$ cat src/design/mcal_pkg.sv
package mcal_pkg;

  localparam int SAMPLE_W = 16;
  localparam int TIME_W   = 32;
  localparam int AXIS_MAX = 3;
  localparam int CFG_W    = 32;
  localparam int CFG_IDX_W = 2;

  typedef enum logic [CFG_IDX_W-1:0] {
    CFG_OFFSETS_ENABLED       = 2'd0,
    CFG_READ_INTERVAL_US      = 2'd1,
    CFG_CALIBRATION_WINDOW_US = 2'd2
  } mcal_cfg_idx_t;

  localparam logic [TIME_W-1:0] READ_INTERVAL_RST = 32'd100000;
  localparam logic [TIME_W-1:0] CAL_WINDOW_RST    = 32'd30000000;

  // Per-axis control for one processed sample; all terms but enable are already
  // qualified by the sample being taken.
  typedef struct packed {
    logic seed;
    logic enable;
    logic widen;
    logic save;
  } mcal_ctrl_t;

endpackage

$ cat src/design/mcal_axis.sv
module mcal_axis #(
  parameter int SAMPLE_BITS = 16
) (
  input  logic                            clk,
  input  logic                            rst_n,
  input  mcal_pkg::mcal_ctrl_t            ctrl,
  input  logic [mcal_pkg::SAMPLE_W-1:0]   raw,
  output logic [mcal_pkg::SAMPLE_W-1:0]   corrected
);
  import mcal_pkg::*;

  logic signed [SAMPLE_BITS-1:0] min_r, max_r, off_r;
  logic signed [SAMPLE_BITS-1:0] min_nxt, max_nxt, off_nxt;
  logic signed [SAMPLE_BITS-1:0] s, base_off, corr, mn, mx, half;
  logic signed [SAMPLE_BITS:0]   sum, sum_adj;

  assign s        = signed'(raw[SAMPLE_BITS-1:0]);
  // A new calibration clears the offset before the sample is corrected.
  assign base_off = ctrl.seed ? '0 : off_r;
  assign corr     = ctrl.enable ? SAMPLE_BITS'(s - base_off) : s;
  assign mn       = ctrl.seed ? s : min_r;
  assign mx       = ctrl.seed ? s : max_r;

  assign min_nxt = (ctrl.widen && (corr < mn)) ? corr : mn;
  assign max_nxt = (ctrl.widen && (corr > mx)) ? corr : mx;

  // Midpoint truncated toward zero: add one to a negative sum before halving.
  assign sum     = {mn[SAMPLE_BITS-1], mn} + {mx[SAMPLE_BITS-1], mx};
  assign sum_adj = sum + {{SAMPLE_BITS{1'b0}}, sum[SAMPLE_BITS]};
  assign half    = sum_adj[SAMPLE_BITS:1];

  assign off_nxt = ctrl.save ? half : base_off;

  assign corrected = SAMPLE_W'(corr);

  always_ff @(posedge clk) begin
    min_r <= min_nxt;
    max_r <= max_nxt;
  end

  always_ff @(posedge clk) begin
    if (!rst_n) begin
      off_r <= '0;
    end else begin
      off_r <= off_nxt;
    end
  end

endmodule

$ cat src/design/magnetometer_offset_calibrator.sv
// Hard-iron offset calibrator for a three-axis magnetometer stream. Every input
// transfer yields exactly one result transfer; a sample that arrives before the
// stored deadline comes back with the accepted flag low and zero data. The block
// takes one sample per clock cycle unless the result side stalls, a rate set by
// the deadline and window update, which is computed combinationally from its own
// registers. Each result passes through the input register, then the result
// register; it is delayed further only while the result side stalls.
// Offsets are the midpoint of the per-axis minimum and maximum collected over
// the calibration window and are subtracted only when offsets_enabled is set.
module magnetometer_offset_calibrator #(
  parameter int AXIS_COUNT  = 3,
  parameter int SAMPLE_BITS = 16
) (
  input  logic                            clk,
  input  logic                            rst_n,
  // time_us [31:0], raw_x [47:32], raw_y [63:48], raw_z [79:64]
  input  logic [79:0]                     in_tdata,
  // start_calibration [0]
  input  logic                            in_tuser,
  input  logic                            in_tvalid,
  output logic                            in_tready,
  // corrected_x [15:0], corrected_y [31:16], corrected_z [47:32]
  output logic [47:0]                     out_tdata,
  // accepted [0], calibrating [1], offsets_saved [2]
  output logic [2:0]                      out_tuser,
  output logic                            out_tvalid,
  input  logic                            out_tready,
  input  logic                            cfg_wr_en,
  input  logic [mcal_pkg::CFG_IDX_W-1:0]  cfg_index,
  input  logic [mcal_pkg::CFG_W-1:0]      cfg_wdata
);
  import mcal_pkg::*;

  logic              en_r;
  logic [TIME_W-1:0] interval_r, window_r;

  logic              in_valid_r;
  logic [79:0]       in_data_r;
  logic              in_start_r;

  logic [TIME_W-1:0] next_read_r, next_read_nxt;
  logic [TIME_W-1:0] win_start_r, win_start_nxt;
  logic              active_r, active_nxt;

  logic              out_valid_r;
  logic [47:0]       out_data_r;
  logic [2:0]        out_user_r;

  logic              adv, proc, acc, active_pre, in_window;
  logic [TIME_W-1:0] now, diff;
  mcal_ctrl_t        ctrl;
  logic [SAMPLE_W-1:0] corr_w [AXIS_MAX];
  logic [47:0]       data_nxt;

  // Configuration
  always_ff @(posedge clk) begin
    if (!rst_n) begin
      en_r       <= 1'b0;
      interval_r <= READ_INTERVAL_RST;
      window_r   <= CAL_WINDOW_RST;
    end else if (cfg_wr_en) begin
      case (cfg_index)
        CFG_OFFSETS_ENABLED:       en_r       <= cfg_wdata[0];
        CFG_READ_INTERVAL_US:      interval_r <= cfg_wdata;
        CFG_CALIBRATION_WINDOW_US: window_r   <= cfg_wdata;
        default: ;
      endcase
    end
  end

  // Handshake: the input register moves on whenever the result register is free
  // or is being emptied in this cycle.
  assign adv       = !out_valid_r || out_tready;
  assign in_tready = !in_valid_r || adv;
  assign proc      = in_valid_r && adv;

  always_ff @(posedge clk) begin
    if (!rst_n) begin
      in_valid_r <= 1'b0;
    end else if (in_tready) begin
      in_valid_r <= in_tvalid;
    end
  end

  always_ff @(posedge clk) begin
    if (in_tready && in_tvalid) begin
      in_data_r  <= in_tdata;
      in_start_r <= in_tuser;
    end
  end

  // Deadline and window control
  assign now  = in_data_r[TIME_W-1:0];
  assign diff = now - next_read_r;
  assign acc  = !diff[TIME_W-1];

  assign next_read_nxt = (proc && acc) ? now + interval_r : next_read_r;
  assign win_start_nxt = (proc && acc && in_start_r) ? next_read_nxt : win_start_r;
  assign active_pre    = in_start_r || active_r;
  assign in_window     = (next_read_nxt - win_start_nxt) < window_r;
  assign active_nxt    = (proc && acc) ? (active_pre && in_window) : active_r;

  assign ctrl.seed   = proc && acc && in_start_r;
  assign ctrl.enable = en_r;
  assign ctrl.widen  = proc && acc && active_pre && in_window;
  assign ctrl.save   = proc && acc && active_pre && !in_window;

  always_ff @(posedge clk) begin
    if (!rst_n) begin
      next_read_r <= '0;
      win_start_r <= '0;
      active_r    <= 1'b0;
    end else begin
      next_read_r <= next_read_nxt;
      win_start_r <= win_start_nxt;
      active_r    <= active_nxt;
    end
  end

  for (genvar a = 0; a < AXIS_MAX; a++) begin : g_axis
    if (a < AXIS_COUNT) begin : g_lane
      mcal_axis #(
        .SAMPLE_BITS(SAMPLE_BITS)
      ) u_axis (
        .clk       (clk),
        .rst_n     (rst_n),
        .ctrl      (ctrl),
        .raw       (in_data_r[TIME_W + a*SAMPLE_W +: SAMPLE_W]),
        .corrected (corr_w[a])
      );
    end else begin : g_unused
      assign corr_w[a] = '0;
    end
  end

  assign data_nxt = acc ? {corr_w[2], corr_w[1], corr_w[0]} : '0;

  // Result register
  always_ff @(posedge clk) begin
    if (!rst_n) begin
      out_valid_r <= 1'b0;
    end else if (adv) begin
      out_valid_r <= in_valid_r;
    end
  end

  always_ff @(posedge clk) begin
    if (proc) begin
      out_data_r <= data_nxt;
      out_user_r <= {ctrl.save, active_nxt, acc};
    end
  end

  assign out_tvalid = out_valid_r;
  assign out_tdata  = out_data_r;
  assign out_tuser  = out_user_r;

  // Saving offsets always closes the window on a sample that was taken.
  a_save_closes: assert property (@(posedge clk) disable iff (!rst_n)
    out_tvalid && out_tuser[2] |-> out_tuser[0] && !out_tuser[1])
    else $error("offsets saved on a result that is not a closing sample");

  a_early_zero: assert property (@(posedge clk) disable iff (!rst_n)
    out_tvalid && !out_tuser[0] |-> out_tdata == '0)
    else $error("early sample carries non-zero data");

  a_deadline_hold: assert property (@(posedge clk) disable iff (!rst_n)
    proc && !acc |=> $stable(next_read_r) && $stable(active_r))
    else $error("early sample changed the calibration state");

  a_free_ready: assert property (@(posedge clk) disable iff (!rst_n)
    !out_valid_r |-> in_tready)
    else $error("input stalled with an empty result register");

endmodule
$ cat config.mk
export PLATFORM = sky130hd
export DESIGN_NAME = magnetometer_offset_calibrator
export DESIGN_NICKNAME = d
export VERILOG_FILES = /design/src/design/mcal_pkg.sv /design/src/design/mcal_axis.sv /design/src/design/magnetometer_offset_calibrator.sv
export SDC_FILE = /design/constraint.sdc
export NUM_CORES = 1
export LEC_CHECK = 0
export ABC_CLOCK_PERIOD_IN_PS = 13150
export BUFFER_PORTS_ARGS = -buffer_cell sky130_fd_sc_hd__buf_2
export CORE_MARGIN = 2
export CORE_UTILIZATION = 24
export DETAILED_ROUTE_END_ITERATION = 7
export GPL_ROUTABILITY_DRIVEN = 0
export PLACE_DENSITY = 0.38
export SLEW_MARGIN = 20
export SYNTH_ARGS = -nofsm -noshare
export SYNTH_HDL_FRONTEND = slang
export SYNTH_SLANG_ARGS = --single-unit
$ cat constraint.sdc
create_clock -name clk -period 13.15 [get_ports clk]
set_input_delay 1.9725 -clock clk [delete_from_list [all_inputs] [get_ports clk]]
set_output_delay 1.9725 -clock clk [all_outputs]
set_load 0.02 [all_outputs]
; ---- Yosys cells after proc, flatten, opt, wreduce, memory -nomap -nowiden
; Index checks and enable logic that the tools add are counted.
[totals]
regBits = 408
in_bits = 120
out_inout_bits = 53
word_cells = 91
[op_classes]
n_addsub = 12
n_lt_le_gt_ge = 7
eq_ne = 2
muxes = 24
n_reduce_logical = 25
[op_table]
columns = op, count
row1 = two-way mux 16 bit, 21
row2 = two-way mux 32 bit, 2
row3 = subtractor 32 bit, 2
row4 = adder 16 x 16 -> 17 bit, 3
row5 = adder 17 x 1 -> 17 bit, 3
row6 = > comparator 16 bit, 3
row7 = < comparator 16 bit, 3
row8 = subtractor 16 bit, 3
row9 = adder 32 bit, 1
row10 = < comparator 32 bit, 1
row11 = logical AND 1 bit, 14
row12 = AND reduction 2 bit, 3
row13 = logical NOT 1 bit, 4
row14 = logical OR 1 bit, 3
row15 = equality test 2 x 1 -> 1 bit (second input constant), 1
row16 = equality test 2 bit (second input constant), 1
row17 = logical NOT 2 bit, 1
row18 = two-way mux 1 bit, 1

; ---- Logic depth before layout (Yosys ltp)
[logic_depth]
ltp_word = 11
ltp_mapped = 46
ltp_nobuf = 40

; ---- Cells and area by module
; From an unflattened synthesis, not the netlist that was laid out.
[unflattened]
cells_unflattened = 3219
area_unflattened_um2 = 28885.2
[by_module_without_submodules]
columns = module, instances, cells_each, area_each_um2, seq_area_each_um2
row1 = magnetometer_offset_calibrator, 1, 1358, 13775.7, 6606.3
row2 = mcal_axis at g_axis[1].g_lane.u_axis, 1, 606, 5111.2, 960.9
row3 = mcal_axis at g_axis[2].g_lane.u_axis, 1, 623, 5068.6, 960.9
row4 = mcal_axis at g_axis[0].g_lane.u_axis, 1, 632, 4929.7, 960.9

; ---- Least setup slack after synthesis
; Ideal clock, no wire load.
[synth_path]
path_kind = input to register
start = in out_tready
end = reg g_axis[2].g_lane.u_axis.max_r[5]
setup_time_ns = 0.073
arrival_time_ns = 12.137
required_ns = 13.077
setup_slack_ns = 0.940
path_stages = 38
path_buffers = 6
path_cell_list = nor2b_1 > nor2b_1 > and3_1 > a32oi_2 > nand2_2 > buf_2 > and2_1 > clkbuf_1 > clkbuf_1 > buf_2 > mux2i_1 > ha_1 > a21o_1 > a211o_1 > a21o_1 > a21oi_1 > o21a_1 > o221a_1 > [... 2 more ...] > o211ai_1 > a31oi_1 > o21ai_0 > xor2_1 > ha_1 > a21o_1 > a21o_1 > a21o_1 > a21o_1 > a21oi_1 > nor2b_1 > o21ai_0 > nand3_1 > or2_0 > buf_2 > a2111oi_4 > buf_4 > mux2i_1
[synth_between]
elab_chain_cells = 10
elab_cells_between_ends = 17
classes_between = add/sub (2) / order compare (2) / mux (6) / reduce/logical (7)
[synth_lines]
columns = element, line_no
row1 = start: declaration, magnetometer_offset_calibrator.sv:27  ; input logic out_tready,
row2 = logical OR 1 bit (*), magnetometer_offset_calibrator.sv:73  ; assign adv = !out_valid_r || out_tready;
row3 = logical AND 1 bit (*), magnetometer_offset_calibrator.sv:75  ; assign proc = in_valid_r && adv;
row4 = via proc, magnetometer_offset_calibrator.sv:49  ; logic adv, proc, acc, active_pre, in_window;
row5 = logical AND 1 bit (*), -
row6 = two-way mux 32 bit / logical AND 1 bit (equally long branches), "magnetometer_offset_calibrator.sv:97, magnetometer_offset_calibrator.sv:98, magnetometer_offset_calibrator.sv:103"
row7 = two-way mux 32 bit / two-way mux 16 bit (equally long branches), "magnetometer_offset_calibrator.sv:98, mcal_axis.sv:19"
row8 = subtractor 32 bit / subtractor 16 bit (equally long branches), "magnetometer_offset_calibrator.sv:100, mcal_axis.sv:20"
row9 = < comparator 32 bit / two-way mux 16 bit (equally long branches), "magnetometer_offset_calibrator.sv:100, mcal_axis.sv:20"
row10 = logical AND 1 bit / > comparator 16 bit (equally long branches), "magnetometer_offset_calibrator.sv:105, mcal_axis.sv:25"
row11 = logical AND 1 bit, mcal_axis.sv:25  ; assign max_nxt = (ctrl.widen && (corr > mx)) ? corr : mx;
row12 = two-way mux 16 bit (*), mcal_axis.sv:25
row13 = via g_axis[2].g_lane.u_axis.max_nxt[5], mcal_axis.sv:13  ; logic signed [SAMPLE_BITS-1:0] min_nxt, max_nxt, off_nxt;
row14 = end signal: assignment, mcal_axis.sv:38  ; max_r <= max_nxt;
row15 = end: declaration, mcal_axis.sv:12  ; logic signed [SAMPLE_BITS-1:0] min_r, max_r, off_r;
; The timed path passes the listed nets; every way through them passes the cells marked *.
; A chain may end at the register's enable or synchronous reset.

; ---- Final worst setup path
[layout_path]
start = in out_tready
end = reg g_axis[2].g_lane.u_axis.min_r[6]
[layout_between]
elab_chain_cells = 10
elab_cells_between_ends = 17
classes_between = add/sub (2) / order compare (2) / mux (6) / reduce/logical (7)
[layout_lines]
columns = element, line_no
row1 = logical OR 1 bit (*), magnetometer_offset_calibrator.sv:73
row2 = logical AND 1 bit (*), magnetometer_offset_calibrator.sv:75
row3 = via proc, magnetometer_offset_calibrator.sv:49
row4 = logical AND 1 bit (*), -
row5 = two-way mux 32 bit / logical AND 1 bit (equally long branches), "magnetometer_offset_calibrator.sv:97, magnetometer_offset_calibrator.sv:98, magnetometer_offset_calibrator.sv:103"
row6 = two-way mux 32 bit / two-way mux 16 bit (equally long branches), "magnetometer_offset_calibrator.sv:98, mcal_axis.sv:19"
row7 = subtractor 32 bit / subtractor 16 bit (equally long branches), "magnetometer_offset_calibrator.sv:100, mcal_axis.sv:20"
row8 = < comparator 32 bit / two-way mux 16 bit (equally long branches), "magnetometer_offset_calibrator.sv:100, mcal_axis.sv:20"
row9 = logical AND 1 bit / < comparator 16 bit (equally long branches), "magnetometer_offset_calibrator.sv:105, mcal_axis.sv:24"
row10 = logical AND 1 bit, mcal_axis.sv:24  ; assign min_nxt = (ctrl.widen && (corr < mn)) ? corr : mn;
row11 = two-way mux 16 bit (*), mcal_axis.sv:24
row12 = via g_axis[2].g_lane.u_axis.min_nxt[6], mcal_axis.sv:13
row13 = end signal: assignment, mcal_axis.sv:37  ; min_r <= min_nxt;
row14 = end: declaration, mcal_axis.sv:12
; Marked as above.

==> results by stage <==
Run status:
- The run finished with clean final reports.

Die:
- From left edge to right edge, the die measures 340 um.
- The core outline area is 112000 sq um.
- The vertical die dimension is 340 um.
- The number of ports placed on the die boundary is 173.
- The floorplan has 123 rows.
- The initial utilization of the core area, before any placement, comes to 0.242.
- The area of the die is 116000 sq um.

STA:
- Setup repair after global routing left no endpoint under its margin.
- In the finished design, the share of the clock period the worst path needs comes to 0.819.
- The slew at the pin closest to its max-slew limit is 1080 ps.
- The max-slew violation total from the final report came to 0.
- The minimum clock period after layout is 10770 ps.
- The hold violation count in the final report is 0.
- Setup slack closes at 2380 ps.
- Hold timing on the final database bottoms out at a slack of 455 ps.
- The summed negative setup slack over all endpoints is 0 ps.
- The post-route clock skew is 24.6 ps.
- The relative slew slack is 0.282.
- Setup violations remaining at the end of the flow were counted as 0.
- The peak clock frequency supported by timing is 92.9 MHz.

Yosys:
- The number of different library cells used by synthesis comes to 89.
- Synthesis produced a netlist whose cell count is 3085.
- The main flop type after synthesis is sky130_fd_sc_hd__dfxtp_1.
- After synthesis, the mean cell area works out to 8.80 sq um.
- The number of flops mapped to enable cells by yosys is 132.
- The register bit total from synthesis is 408.
- The netlist area before placement is 27100 sq um.
- The number of nets in the synthesized netlist is 3524.
- The sequential fraction of the synthesis area is 0.350.
- The share of async-settable or async-resettable flops after synthesis is 0.
- The count of yosys warnings during synthesis is 0.

Clocking:
- The clock latency reported for the late side of the worst-skew pair is 660 ps.
- In this run, post-CTS repair resized a total of 0 instances.
- The clock drives 408 sinks.
- The number of buffers inserted during clock tree synthesis is 56.
- After clock tree synthesis, the clock-pin slew on the worst setup and hold paths is 60 ps.
- TritonCTS built the clock tree.
- The tree is rooted in a sky130_fd_sc_hd__clkbuf_16.
- In this run the post-CTS setup repair buffer count came out at 0.
- The maximum level of the CTS H-tree is 2.
- The longest clock path from root to sink contains 3 buffers.
- Hold repair after CTS inserted 0 buffers.

Finish:
- The area growth from synthesis to layout is 16.5%.
- The final-stage net count is 3675.
- The layout has 12200 filler cells.
- The final cell area excluding filler cells is 31600 sq um.
- Of the cells placed in the final design, the portion with a size suffix greater than 1 is 0.101.

Setup path:
- In this run the worst path has a maximum fanout of 39.
- The worst setup path is of the in -> reg kind.
- The critical path launch point type is a primary input.
- The slowest cell on the critical path is sky130_fd_sc_hd__nor2b_1.
- The delay of the slowest cell on the worst path is 750 ps.
- By instance count, the cell type seen most on the critical path is sky130_fd_sc_hd__a21o_1.
- The endpoint required time on the critical path is 13720 ps.
- STA classifies the critical path endpoint as a flip-flop.
- The worst endpoint data arrival time is 11340 ps.

Power and ir drop:
- Of the total power, the share spent switching nets is 0.403.
- The worst-case IR drop observed on VDD is 0.102 mV.
- The part of the total power dissipated in sequential elements is 0.260.
- For this design the ratio of total power to cell area is 192 nW/um^2.
- The combinational group share of total power is 0.477.
- The share of total power in the clock network is 0.263.
- The internal portion of the total power is 3620 uW.
- The reported net switching power is 2440 uW.
- Summed over all cells, the static leakage comes to 0.0135 uW.

Place:
- The count of buffers inserted at the top-level ports is 172.
- Summing all placed instances gives a cell area of 29700 sq um.
- The HPWL after detailed placement is 68300 um.
- OpenSTA, run right after detailed placement, puts the worst setup slack at 1700 ps.

Route:
- In the routed layout, each cell is associated on average with a via count of 4.59.
- The final routed wirelength across all metal layers is 89700 um.
- Detailed routing inserted a total of 21900 vias.
- The first routing iteration left 1153 violations.
- The detail-routed net length per standard cell is 18.8 um.
- The number of detailed-routing iterations run before antenna repair is 5.
- In the routed design, unresolved DRC markers number 0.
- In this run the remaining antenna-violating nets after routing total 0.

GRT:
- Entering global routing, the biggest net connects 84 pins.
- The initial antenna violation count is 3.
- The overall track demand over capacity in global routing is 0.152.
- The via count of the first global-routing pass was 21800.
- The total grt overflow is 0.
- The global-route wire length before repair is 136000 um.

Flow run:
- The tool flagged a number of max-cap violations equal to 0.

Min path:
- In this run the worst hold path is classified as reg -> reg.
## logic make-up (layout without fill, tap and decap cells)
kind of cell	after synthesis	count (layout)	share of synthesized area
adders and majority gates	319	319	0.149
muxes	143	143	0.0532
other	0	1	0
AOI/OAI and AO/OA	766	766	0.187
DFF	408	408	0.350
xor gates and xnor gates	174	174	0.0561
and+or+nand+nor	903	903	0.152
buffers and inverters	372	571	0.0525
## worst max-delay path: cells and delay by family
family                   cells  cell delay, ps
AO/OA/AOI/OAI               19            3950
AND/OR/NAND/NOR              9            3150
buffers and inverters        3             740
multiplexers                 2             730
adder cells (fa/ha/maj)      2             600
XOR/XNOR                     1             160
## state kept, by name (all words and copies together), names as in the netlist, 3 cells and up
| register | flops |
|---|---|
| out_tuser | 3 |
| interval_r | 32 |
| g_axis.g_lane.u_axis.min_r | 48 |
| out_tdata | 48 |
| g_axis.g_lane.u_axis.off_r | 48 |
| next_read_r | 32 |
| g_axis.g_lane.u_axis.max_r | 48 |
| in_data_r | 80 |
| window_r | 32 |
| win_start_r | 32 |
## through the flow
step                total power (uW)   util  std cells
CTS                             6170  0.281       4783
finish                          6060  0.281       4785
global placement                4540  0.264       4677
detailed placement              4520  0.264       4677
floorplan                       3750      -       3085
global route                    6570  0.281       4784
## final cells by class
| class | count | area (sq um) | area share |
|---|---|---|---|
| sequential | 408 | 9490 | 0.300 |
| inverter | 261 | 982 | 0.0311 |
| clock inverter | 32 | 293 | 0.00926 |
| multi-input combinational | 2305 | 16300 | 0.515 |
| antenna | 1 | 2.50 | 0.0000791 |
| tap | 1500 | 1880 | 0.0593 |
| clock buffer | 74 | 1600 | 0.0507 |
| timing repair buffer | 204 | 1100 | 0.0349 |
## metal layers
layer  vias to the layer above  GRT usage  wire (um)
met1                     10300      0.211      44000
li1                      11200          -          -
met5                         -          0          0
met3                       100     0.0205       3030
met2                       341      0.246      40700
met4                         0     0.0431       2040
## cells in the mapped netlist, types with 5 or more instances
| cell | number | share of area |
|---|---|---|
| sky130_fd_sc_hd__nand2_1 | 370 | 0.051 |
| sky130_fd_sc_hd__ha_1 | 311 | 0.14 |
| sky130_fd_sc_hd__dfxtp_1 | 276 | 0.20 |
| sky130_fd_sc_hd__inv_1 | 259 | 0.036 |
| sky130_fd_sc_hd__a21oi_1 | 242 | 0.045 |
| sky130_fd_sc_hd__nor2_1 | 226 | 0.031 |
| sky130_fd_sc_hd__mux2i_1 | 136 | 0.050 |
| sky130_fd_sc_hd__edfxtp_1 | 132 | 0.15 |
| sky130_fd_sc_hd__xnor2_1 | 119 | 0.038 |
| sky130_fd_sc_hd__o21ai_0 | 100 | 0.018 |
| sky130_fd_sc_hd__a21boi_0 | 85 | 0.024 |
| sky130_fd_sc_hd__clkbuf_1 | 81 | 0.011 |
| sky130_fd_sc_hd__a21o_1 | 76 | 0.021 |
| sky130_fd_sc_hd__xor2_1 | 55 | 0.018 |
| sky130_fd_sc_hd__and2_1 | 54 | 0.012 |
| sky130_fd_sc_hd__a211oi_1 | 50 | 0.014 |
| sky130_fd_sc_hd__nand3_1 | 47 | 0.0087 |
| sky130_fd_sc_hd__nor2b_1 | 39 | 0.0090 |
| sky130_fd_sc_hd__nand4_1 | 38 | 0.0088 |
| sky130_fd_sc_hd__nor3_1 | 32 | 0.0059 |
| sky130_fd_sc_hd__nand2b_1 | 28 | 0.0065 |
| sky130_fd_sc_hd__o21a_1 | 27 | 0.0075 |
| sky130_fd_sc_hd__o21bai_1 | 26 | 0.0072 |
| sky130_fd_sc_hd__o211ai_1 | 22 | 0.0061 |
| sky130_fd_sc_hd__or3_1 | 18 | 0.0041 |
| sky130_fd_sc_hd__and3_1 | 17 | 0.0039 |
| sky130_fd_sc_hd__buf_1 | 17 | 0.0024 |
| sky130_fd_sc_hd__o221ai_1 | 17 | 0.0055 |
| sky130_fd_sc_hd__o21ai_1 | 14 | 0.0026 |
| sky130_fd_sc_hd__a31oi_1 | 13 | 0.0030 |
| sky130_fd_sc_hd__a221oi_1 | 9 | 0.0029 |
| sky130_fd_sc_hd__buf_2 | 8 | 0.0015 |
| sky130_fd_sc_hd__fa_1 | 8 | 0.0059 |
| sky130_fd_sc_hd__nor4_1 | 8 | 0.0018 |
| sky130_fd_sc_hd__a2111oi_0 | 7 | 0.0023 |
| sky130_fd_sc_hd__a211o_1 | 7 | 0.0023 |
| sky130_fd_sc_hd__a222oi_1 | 7 | 0.0026 |
| sky130_fd_sc_hd__and4_1 | 7 | 0.0023 |
| sky130_fd_sc_hd__mux2_2 | 6 | 0.0025 |
| sky130_fd_sc_hd__o31ai_1 | 6 | 0.0017 |
| sky130_fd_sc_hd__buf_4 | 5 | 0.0014 |
| sky130_fd_sc_hd__o2111ai_1 | 5 | 0.0016 |
## path summary, 6_finish.rpt
| check | cells past startpoint | slack [ps] | startpoint | endpoint |
|---|---|---|---|---|
| hold / removal | 2 | 450 | window_r[27] | window_r[27] |
| setup / recovery | 36 | 2380 | out_tready | g_axis[2].g_lane.u_axis.min_r[6] |
| hold reg to reg | 2 | 450 | window_r[27] | window_r[27] |
| setup reg to reg | 37 | 2760 | in_data_r[30] | g_axis[2].g_lane.u_axis.min_r[6] |
## placed cells by master (no fill, tap or decap), types with 9 or more instances in the layout
| master | n |
|---|---|
| sky130_fd_sc_hd__a21o_1 | 76 |
| sky130_fd_sc_hd__a21oi_1 | 242 |
| sky130_fd_sc_hd__xor2_1 | 55 |
| sky130_fd_sc_hd__nand2_1 | 370 |
| sky130_fd_sc_hd__nor3_1 | 32 |
| sky130_fd_sc_hd__o21bai_1 | 26 |
| sky130_fd_sc_hd__and2_1 | 52 |
| sky130_fd_sc_hd__o21ai_0 | 99 |
| sky130_fd_sc_hd__buf_4 | 31 |
| sky130_fd_sc_hd__a31oi_1 | 13 |
| sky130_fd_sc_hd__o221ai_1 | 17 |
| sky130_fd_sc_hd__or3_1 | 18 |
| sky130_fd_sc_hd__buf_2 | 172 |
| sky130_fd_sc_hd__o21a_1 | 27 |
| sky130_fd_sc_hd__edfxtp_1 | 132 |
| sky130_fd_sc_hd__dfxtp_1 | 275 |
| sky130_fd_sc_hd__a211oi_1 | 50 |
| sky130_fd_sc_hd__o21ai_1 | 15 |
| sky130_fd_sc_hd__nand4_1 | 38 |
| sky130_fd_sc_hd__nand2b_1 | 27 |
| sky130_fd_sc_hd__xnor2_1 | 118 |
| sky130_fd_sc_hd__ha_1 | 311 |
| sky130_fd_sc_hd__a221oi_1 | 9 |
| sky130_fd_sc_hd__a21boi_0 | 85 |
| sky130_fd_sc_hd__nor2b_1 | 38 |
| sky130_fd_sc_hd__nor2_1 | 226 |
| sky130_fd_sc_hd__nand3_1 | 47 |
| sky130_fd_sc_hd__and3_1 | 17 |
| sky130_fd_sc_hd__inv_1 | 258 |
| sky130_fd_sc_hd__clkinv_1 | 11 |
| sky130_fd_sc_hd__o211ai_1 | 22 |
| sky130_fd_sc_hd__clkbuf_16 | 59 |
| sky130_fd_sc_hd__mux2i_1 | 136 |
## power groups by stage
stage	registers, uW	clock network (uW)	logic [uW]
2_1_floorplan	1590	0	2160
3_3_place_gp	1610	0	2940
6_report	1580	1590	2890
5_1_grt	1600	1700	3280
3_5_place_dp	1600	0	2920
4_1_cts	1580	1650	2940
Power figures use the tool's default switching activity.
